## src/rtl/core/sort_unique_set_defines.svh

```systemverilog
// Assertion macros shared by the sort_unique_set RTL.
`ifndef SORT_UNIQUE_SET_DEFINES_SVH
`define SORT_UNIQUE_SET_DEFINES_SVH

`ifndef NO_ASSERTIONS
// Check a property on every clock edge outside reset.
`define SUS_ASSERT(lbl, prop, msg) \
    lbl: assert property (@(posedge clk) disable iff (!rst_n) (prop)) else $error(msg);
// Check an implication property on every clock edge outside reset.
`define SUS_ASSERT_IMP(lbl, cond, prop, msg) \
    lbl: assert property (@(posedge clk) disable iff (!rst_n) (cond) |-> (prop)) \
        else $error(msg);
`else
`define SUS_ASSERT(lbl, prop, msg)
`define SUS_ASSERT_IMP(lbl, cond, prop, msg)
`endif

`endif

```

## src/rtl/core/sus_pkg.sv

```systemverilog
// Types shared by the sort_unique_set chain and its cells.
package sus_pkg;

    localparam int ValueWidth = 32;

    typedef logic signed [ValueWidth-1:0] value_t;

    // Broadcast control from the top level to every cell.
    typedef struct packed {
        logic   insert;   // place sample into the sorted chain
        logic   shift;    // move every cell one place toward cell 0
        value_t sample;
    } cell_ctrl_t;

    // What one cell shows to its neighbors.
    typedef struct packed {
        value_t value;
        logic   valid;
        logic   less;     // sample sorts before this cell's value
    } cell_link_t;

endpackage

```

## src/rtl/core/sus_cell.sv

```systemverilog
// One cell of the insertion chain: holds one value of the sorted set.
module sus_cell (
    input  logic                clk,
    input  logic                rst_n,
    input  sus_pkg::cell_ctrl_t ctrl,
    input  sus_pkg::cell_link_t prev,
    input  sus_pkg::cell_link_t next,
    output sus_pkg::cell_link_t link
);
    import sus_pkg::*;

    value_t value_reg;
    value_t value_next;
    logic   valid_reg;
    logic   valid_next;
    logic   less;
    logic   take;

    assign less = valid_reg && (ctrl.sample < value_reg);
    // Take a value when the sample lands here or pushes the left neighbor in.
    assign take = ctrl.insert && (less || (!valid_reg && prev.valid));

    always_comb
    begin
        value_next = value_reg;
        valid_next = valid_reg;
        if (ctrl.shift)
        begin
            value_next = next.value;
            valid_next = next.valid;
        end
        else if (take)
        begin
            value_next = prev.less ? prev.value : ctrl.sample;
            valid_next = 1'b1;
        end
    end

    always_ff @(posedge clk or negedge rst_n)
    begin
        if (!rst_n)
        begin
            valid_reg <= 1'b0;
        end
        else
        begin
            valid_reg <= valid_next;
        end
    end

    always_ff @(posedge clk)
    begin
        value_reg <= value_next;
    end

    assign link.value = value_reg;
    assign link.valid = valid_reg;
    assign link.less  = less;

endmodule

```

## src/rtl/core/sort_unique_set.sv

```systemverilog
// Sort a set of signed values held in a chain of insertion cells.
// Usage: send signed 32-bit values on the s_axis channel, one per item, and
// mark the last value of a set with s_axis_tlast. Each accepted value is
// registered into its sorted position in the cell chain, so the chain takes
// a new value with every accepted transfer. Up to DEPTH values are kept;
// further values of the set are dropped and every result of that set
// carries m_axis_tuser = 1. After the last item the chain drains out of
// cell 0 in ascending order, one result per cycle while m_axis_tready
// stays high; the first result reaches the output register after the last
// item has been written into the chain and the drain flag is set. With
// dedupe_enable set, repeated values come out once; a repeat takes a drain
// step that gives no result. m_axis_tlast marks the final result.
// s_axis_tready is low while a set drains. A stalled receiver holds the
// output register and freezes the drain, apart from repeats, which still drop.
// Reset empties the chain and clears dedupe_enable.
// Write dedupe_enable through cfg_we/cfg_wdata only while the block idles.
`include "sort_unique_set_defines.svh"

module sort_unique_set #(
    parameter int DEPTH = 32
) (
    input  logic                clk,
    input  logic                rst_n,
    input  logic                cfg_we,
    input  logic                cfg_wdata,       // dedupe_enable
    input  logic                s_axis_tvalid,
    output logic                s_axis_tready,
    input  sus_pkg::value_t     s_axis_tdata,    // [31:0] sample_value
    input  logic                s_axis_tlast,    // is_final
    output logic                m_axis_tvalid,
    input  logic                m_axis_tready,
    output sus_pkg::value_t     m_axis_tdata,    // [31:0] sorted_value
    output logic                m_axis_tlast,    // end_of_set
    output logic                m_axis_tuser     // [0] dropped_any
);
    import sus_pkg::*;

    localparam int CountWidth = $clog2(DEPTH + 1);

    cell_ctrl_t             ctrl;
    cell_link_t [DEPTH-1:0] links;
    logic       [DEPTH-1:0] valid_vec;

    logic                  dedupe_reg;
    logic                  draining_reg;
    logic                  draining_next;
    logic [CountWidth-1:0] count_reg;
    logic [CountWidth-1:0] count_next;
    logic                  overflow_reg;
    logic                  overflow_next;
    logic                  drop_reg;
    logic                  drop_next;
    logic                  out_valid_reg;
    logic                  out_valid_next;
    value_t                out_value_reg;
    value_t                out_value_next;
    logic                  out_last_reg;
    logic                  out_last_next;
    logic                  out_user_reg;
    logic                  out_user_next;

    logic in_fire;
    logic full;
    logic skip;
    logic out_free;
    logic shift;
    logic emit;

    assign in_fire = s_axis_tvalid && s_axis_tready;
    assign full    = (count_reg == CountWidth'(DEPTH));

    // Drop a repeated value unless it is the last one of its run.
    assign skip     = dedupe_reg && links[1].valid && (links[1].value == links[0].value);
    assign out_free = !out_valid_reg || m_axis_tready;
    assign shift    = draining_reg && links[0].valid && (skip || out_free);
    assign emit     = shift && !skip;

    assign ctrl.insert = in_fire && !full;
    assign ctrl.shift  = shift;
    assign ctrl.sample = s_axis_tdata;

    genvar gi;
    generate
        for (gi = 0; gi < DEPTH; gi++)
        begin : g_cell
            cell_link_t prev_link;
            cell_link_t next_link;

            if (gi == 0)
            begin : g_first
                assign prev_link.value = '0;
                assign prev_link.valid = 1'b1;
                assign prev_link.less  = 1'b0;
            end
            else
            begin : g_inner
                assign prev_link = links[gi-1];
            end

            if (gi == DEPTH - 1)
            begin : g_last
                assign next_link.value = '0;
                assign next_link.valid = 1'b0;
                assign next_link.less  = 1'b0;
            end
            else
            begin : g_body
                assign next_link = links[gi+1];
            end

            sus_cell u_cell (
                .clk   (clk),
                .rst_n (rst_n),
                .ctrl  (ctrl),
                .prev  (prev_link),
                .next  (next_link),
                .link  (links[gi])
            );

            assign valid_vec[gi] = links[gi].valid;
        end
    endgenerate

    always_comb
    begin
        count_next     = count_reg;
        overflow_next  = overflow_reg;
        drop_next      = drop_reg;
        draining_next  = draining_reg;
        out_valid_next = out_valid_reg;
        out_value_next = out_value_reg;
        out_last_next  = out_last_reg;
        out_user_next  = out_user_reg;

        if (in_fire)
        begin
            if (full)
            begin
                overflow_next = 1'b1;
            end
            else
            begin
                count_next = count_reg + CountWidth'(1);
            end
            if (s_axis_tlast)
            begin
                // Close the set: latch the drop flag and start the drain.
                drop_next     = overflow_reg || full;
                overflow_next = 1'b0;
                count_next    = '0;
                draining_next = 1'b1;
            end
        end

        if (draining_reg && !links[0].valid)
        begin
            draining_next = 1'b0;
        end

        if (out_valid_reg && m_axis_tready)
        begin
            out_valid_next = 1'b0;
        end
        if (emit)
        begin
            out_valid_next = 1'b1;
            out_value_next = links[0].value;
            out_last_next  = !links[1].valid;
            out_user_next  = drop_reg;
        end
    end

    always_ff @(posedge clk or negedge rst_n)
    begin
        if (!rst_n)
        begin
            dedupe_reg    <= 1'b0;
            draining_reg  <= 1'b0;
            count_reg     <= '0;
            overflow_reg  <= 1'b0;
            drop_reg      <= 1'b0;
            out_valid_reg <= 1'b0;
        end
        else
        begin
            if (cfg_we)
            begin
                dedupe_reg <= cfg_wdata;
            end
            draining_reg  <= draining_next;
            count_reg     <= count_next;
            overflow_reg  <= overflow_next;
            drop_reg      <= drop_next;
            out_valid_reg <= out_valid_next;
        end
    end

    always_ff @(posedge clk)
    begin
        out_value_reg <= out_value_next;
        out_last_reg  <= out_last_next;
        out_user_reg  <= out_user_next;
    end

    assign s_axis_tready = !draining_reg;
    assign m_axis_tvalid = out_valid_reg;
    assign m_axis_tdata  = out_value_reg;
    assign m_axis_tlast  = out_last_reg;
    assign m_axis_tuser  = out_user_reg;

    // Occupied cells always form a prefix of the chain.
    `SUS_ASSERT(a_valid_prefix, ((valid_vec + DEPTH'(1)) & valid_vec) == '0,
        "chain has a gap between occupied cells")
    // While loading, the fill count matches the occupied cells.
    `SUS_ASSERT_IMP(a_count_match, !draining_reg,
        count_reg == CountWidth'($countones(valid_vec)),
        "fill count disagrees with occupied cells")
    // The first two cells are in ascending order.
    `SUS_ASSERT_IMP(a_sorted_head, links[1].valid,
        !(links[1].value < links[0].value),
        "chain head out of order")
    // The drop flag holds for the whole drain of a set.
    `SUS_ASSERT_IMP(a_drop_stable, draining_reg && $past(draining_reg),
        $stable(drop_reg),
        "drop flag changed during drain")

endmodule
```

## config.mk

```make
export PLATFORM = sky130hd
export DESIGN_NAME = sort_unique_set
export DESIGN_NICKNAME = d
export VERILOG_FILES = /design/src/rtl/core/sus_pkg.sv /design/src/rtl/core/sus_cell.sv /design/src/rtl/core/sort_unique_set.sv
export VERILOG_INCLUDE_DIRS = /design/src /design/src/rtl/core
export SDC_FILE = /design/constraint.sdc
export NUM_CORES = 2
export LEC_CHECK = 0
export CORE_UTILIZATION = 55
export DETAILED_ROUTE_END_ITERATION = 8
export DONT_BUFFER_PORTS = 1
export PLACE_DENSITY = 0.7
export REMOVE_ABC_BUFFERS = 1
export SETUP_SLACK_MARGIN = 0.5
export SYNTH_ARGS = -nofsm -noshare
export SYNTH_HDL_FRONTEND = slang
export SYNTH_HIERARCHICAL = 1
export SYNTH_SLANG_ARGS = --single-unit
```

## constraint.sdc

```tcl
create_clock -name clk -period 15.91 [get_ports clk]
set_input_delay 0.7955 -clock clk [delete_from_list [all_inputs] [get_ports clk]]
set_output_delay 0.7955 -clock clk [all_outputs]
set_load 0.02 [all_outputs]
```

# Word-level counts from Yosys, hierarchy flattened
# Cells that the tools add are included.
dict set report op_classes {
  eq_ne 3
  muxes 166
  magnitude_cmp 32
  reduce_logical 215
  add_sub_neg 1
}
# op n
set op_table {}
lappend op_table {{$mux 32} 93}
lappend op_table {{$lt 32x32->1} 32}
lappend op_table {{$logic_and 1x1->1} 104}
lappend op_table {{$reduce_bool 2->1} 36}
lappend op_table {{$mux 1} 71}
lappend op_table {{$logic_not 1->1} 36}
lappend op_table {{$logic_or 1x1->1} 35}
lappend op_table {{$eq 32x32->1} 1}
lappend op_table {{$mux 6} 2}
lappend op_table {{$reduce_and 2->1} 4}
lappend op_table {{$add 6x1->6 const B} 1}
lappend op_table {{$eq 6x6->1 const B} 1}
lappend op_table {{$ne 2x2->1 const B} 1}
dict set report word_totals {
  output_inout_bits 36
  inputBits 39
  ff_bits 1101
  word_cells 490
}

# Depth between registers and ports, before layout
dict set report logic_depth {
  ltp_word 6
  mapped_depth 13
  mapped_depth_nobuf 10
}

# Hierarchy
# The synthesis kept the hierarchy.
# mod area_each_um2 instances seq_area_each_um2 cells_each
set modules_own_cells {}
lappend modules_own_cells {sus_cell 2477.4 32 985.9 264}
lappend modules_own_cells {sort_unique_set 1961.9 1 1296.2 146}

# Worst setup path after synthesis
# Ideal clock, no wire load.
dict set report synth_timing {
  path_kind {input to register}
  startpoint {in s_axis_tvalid}
  endpoint {reg g_cell[0].u_cell.value_reg[0], enable pin}
  cell_stages 3
  t_arrival_ns 5.078
  setup_time_ns 0.390
  slack_ns 10.441
  required_time_ns 15.520
  path_buffers 0
  path_cell_list {nand2_1 -> nor2_1 -> a41o_1}
}
# element line_no
set synth_rtl {}
lappend synth_rtl {{start, declared} sort_unique_set.sv:26} ;# input logic s_axis_tvalid,
lappend synth_rtl {{end signal, assigned} sus_cell.sv:53} ;# value_reg <= value_next;
lappend synth_rtl {{end, declared} sus_cell.sv:12} ;# value_t value_reg;

==> results.yml <==
final_layout:
  largest_register_ff_count: 1024
  instances_no_fill: 10500
  n_fill_cell: 12400
  final-seq-area_um2: 32800
  mostFrequentLayoutCells: "1547 x nand2_1, 1184 x o21ai_0, 1058 x edfxtp_1"
  finalNetCount: 9461
  final_common_cell: "nand2_1"
  drive_gt1_frac: 0.0373
  finish.utilization: 0.596
  syn2layout_area_growth_pct: 7.12
  multi_input_area_um2: 42900
  final_cell_area_um2: 87000
setup_path:
  arrival_ps: 6550
  critical_path_class: "flip-flop to flip-flop"
  startpoint_type: "flip-flop"
  crit_path_end_kind: "flip-flop"
  worstPathRequired_ps: 16330
  timing.rr.start: "g_cell[0].u_cell/value_reg[24]"
  critPathMaxFanout: 93
  cp-startpoint: "g_cell[0].u_cell/value_reg[24]"
routing:
  drt_iter0_drc: 5950
  routed_wl_um: 221000
  drt_first_pass_iters: 6
  routedWlPerCell_um: 21.1
  drc_errors: 0
  drt-vias-per-instance: 6.11
  drt.antenna.violating_nets: 0
  num_vias: 63800
die:
  dieArea_um2: 149000
  start_util: 0.556
  io_pins: 75
  core_um2: 146000
  die_y_um: 386
  die-width_um: 386
  rows: 140
clock_network:
  post_cts_buffers: 0
  clock_latency_ps: 770
  clockRootBuffer: "clkbuf_16"
  cts_tree: "yes"
  cts_buffers: 133
  cts_sinks: 1101
  cts_buffer_depth: 3
  path_clk_slew_ps: 60
  htree_levels: 4
timing:
  clock.fmax_ghz: 0.163
  final_max_slew_viol_count: 0
  final-setup-viol-count: 0
  skew_ps: 35.1
  tightest_slew_ps: 1230
  finalHoldViolCount: 0
  setup_ws_ps: 9780
  rsz0062_at_grt: "no"
  hold_ws_ps: 118
  min_period_ps: 6130
  finalCritPeriodShare: 0.385
  max_slew_margin: 0.181
  finalSetupTns_ps: 0
status:
  run_status: "completed"
global_route:
  antenna_found_initial: 5
  grt_pass1_wl_um: 347000
  grt_overflow: 0
  gr-usage-all-layers: 0.291
  grt_pass1_vias: 64200
  grt_max_degree: 232
min_path:
  hold_class: "input pin to flip-flop"
  worstHoldStart: "s_axis_tlast"
run:
  cap_violations: 0
pwr:
  p_leak_nw: 36.6
  p_per_area_nw_per_um2: 228
  ir_drop_uv: 147
  power_mw: 19.9
yosys:
  syn_area_per_cell_um2: 9.45
  synth_area_um2: 81200
  synthCells: 8592
  synth_warnings: 6
placed_design:
  gp_congestion: 0.873
  io_buffers: 0
  placedCellCount: 10200
  pre_cts_ws_ps: 9910
  placed_area_um2: 82400
  hpwl_um: 150000
[path summary, 6_finish.rpt]
| path | to | slack (ps) | cells past startpoint |
|---|---|---|---|
| worst max register to register | g_cell[28].u_cell/value_reg[5] | 9780 | 11 |
| worst min register to register | m_axis_tuser | 450 | 0 |
| worst min-delay path | overflow_reg | 120 | 1 |
| min in group asynchronous | count_reg[3] | 530 | 2 |
| max in group asynchronous | g_cell[12].u_cell/valid_reg | 15070 | 2 |
| worst max-delay path | g_cell[28].u_cell/value_reg[5] | 9780 | 11 |
[where the power goes]
group	total [mW]	switching, mW	internal (mW)
clock network	3.23	1.27	1.96
registers	7.57	1.70	5.87
logic	9.06	5.53	3.53
total	19.9	8.50	11.4
[worst max-delay path, cell delays in order (launching register included)]
cell	delay [ps]
edfxtp_1	440
xor2_1	190
nor4_1	640
nand4_1	220
nor4_2	440
o311a_4	810
buf_4	750
buf_4	690
buf_4	730
o21bai_1	210
a41o_1	110
buf_4	390
[final cells by class]
type	count	share of cell area
antenna	1	0.0000288
inverter	1033	0.0446
timing repair buffer	50	0.00515
tap	1917	0.0276
clock inverter	74	0.0109
sequential	1101	0.378
clock buffer	169	0.0416
multi-input combinational	6109	0.493
[metal layers]
metal | vias up | wire length (µm) | GRT usage
li1 | 30200 | - | -
met1 | 31200 | 92900 | 0.375
met2 | 2011 | 108000 | 0.501
met3 | 411 | 14600 | 0.0476
met4 | 0 | 5260 | 0.0861
met5 | - | 0 | 0
[what timing repair did]
item / in CTS / in global routing
gates resized for setup: 0 / 0
endpoints found under the setup margin: 0 / 0
hold endpoints to repair: 43 / 0
hold buffers: 2 / 0
Note: power is estimated with default switching activity, not from simulation.
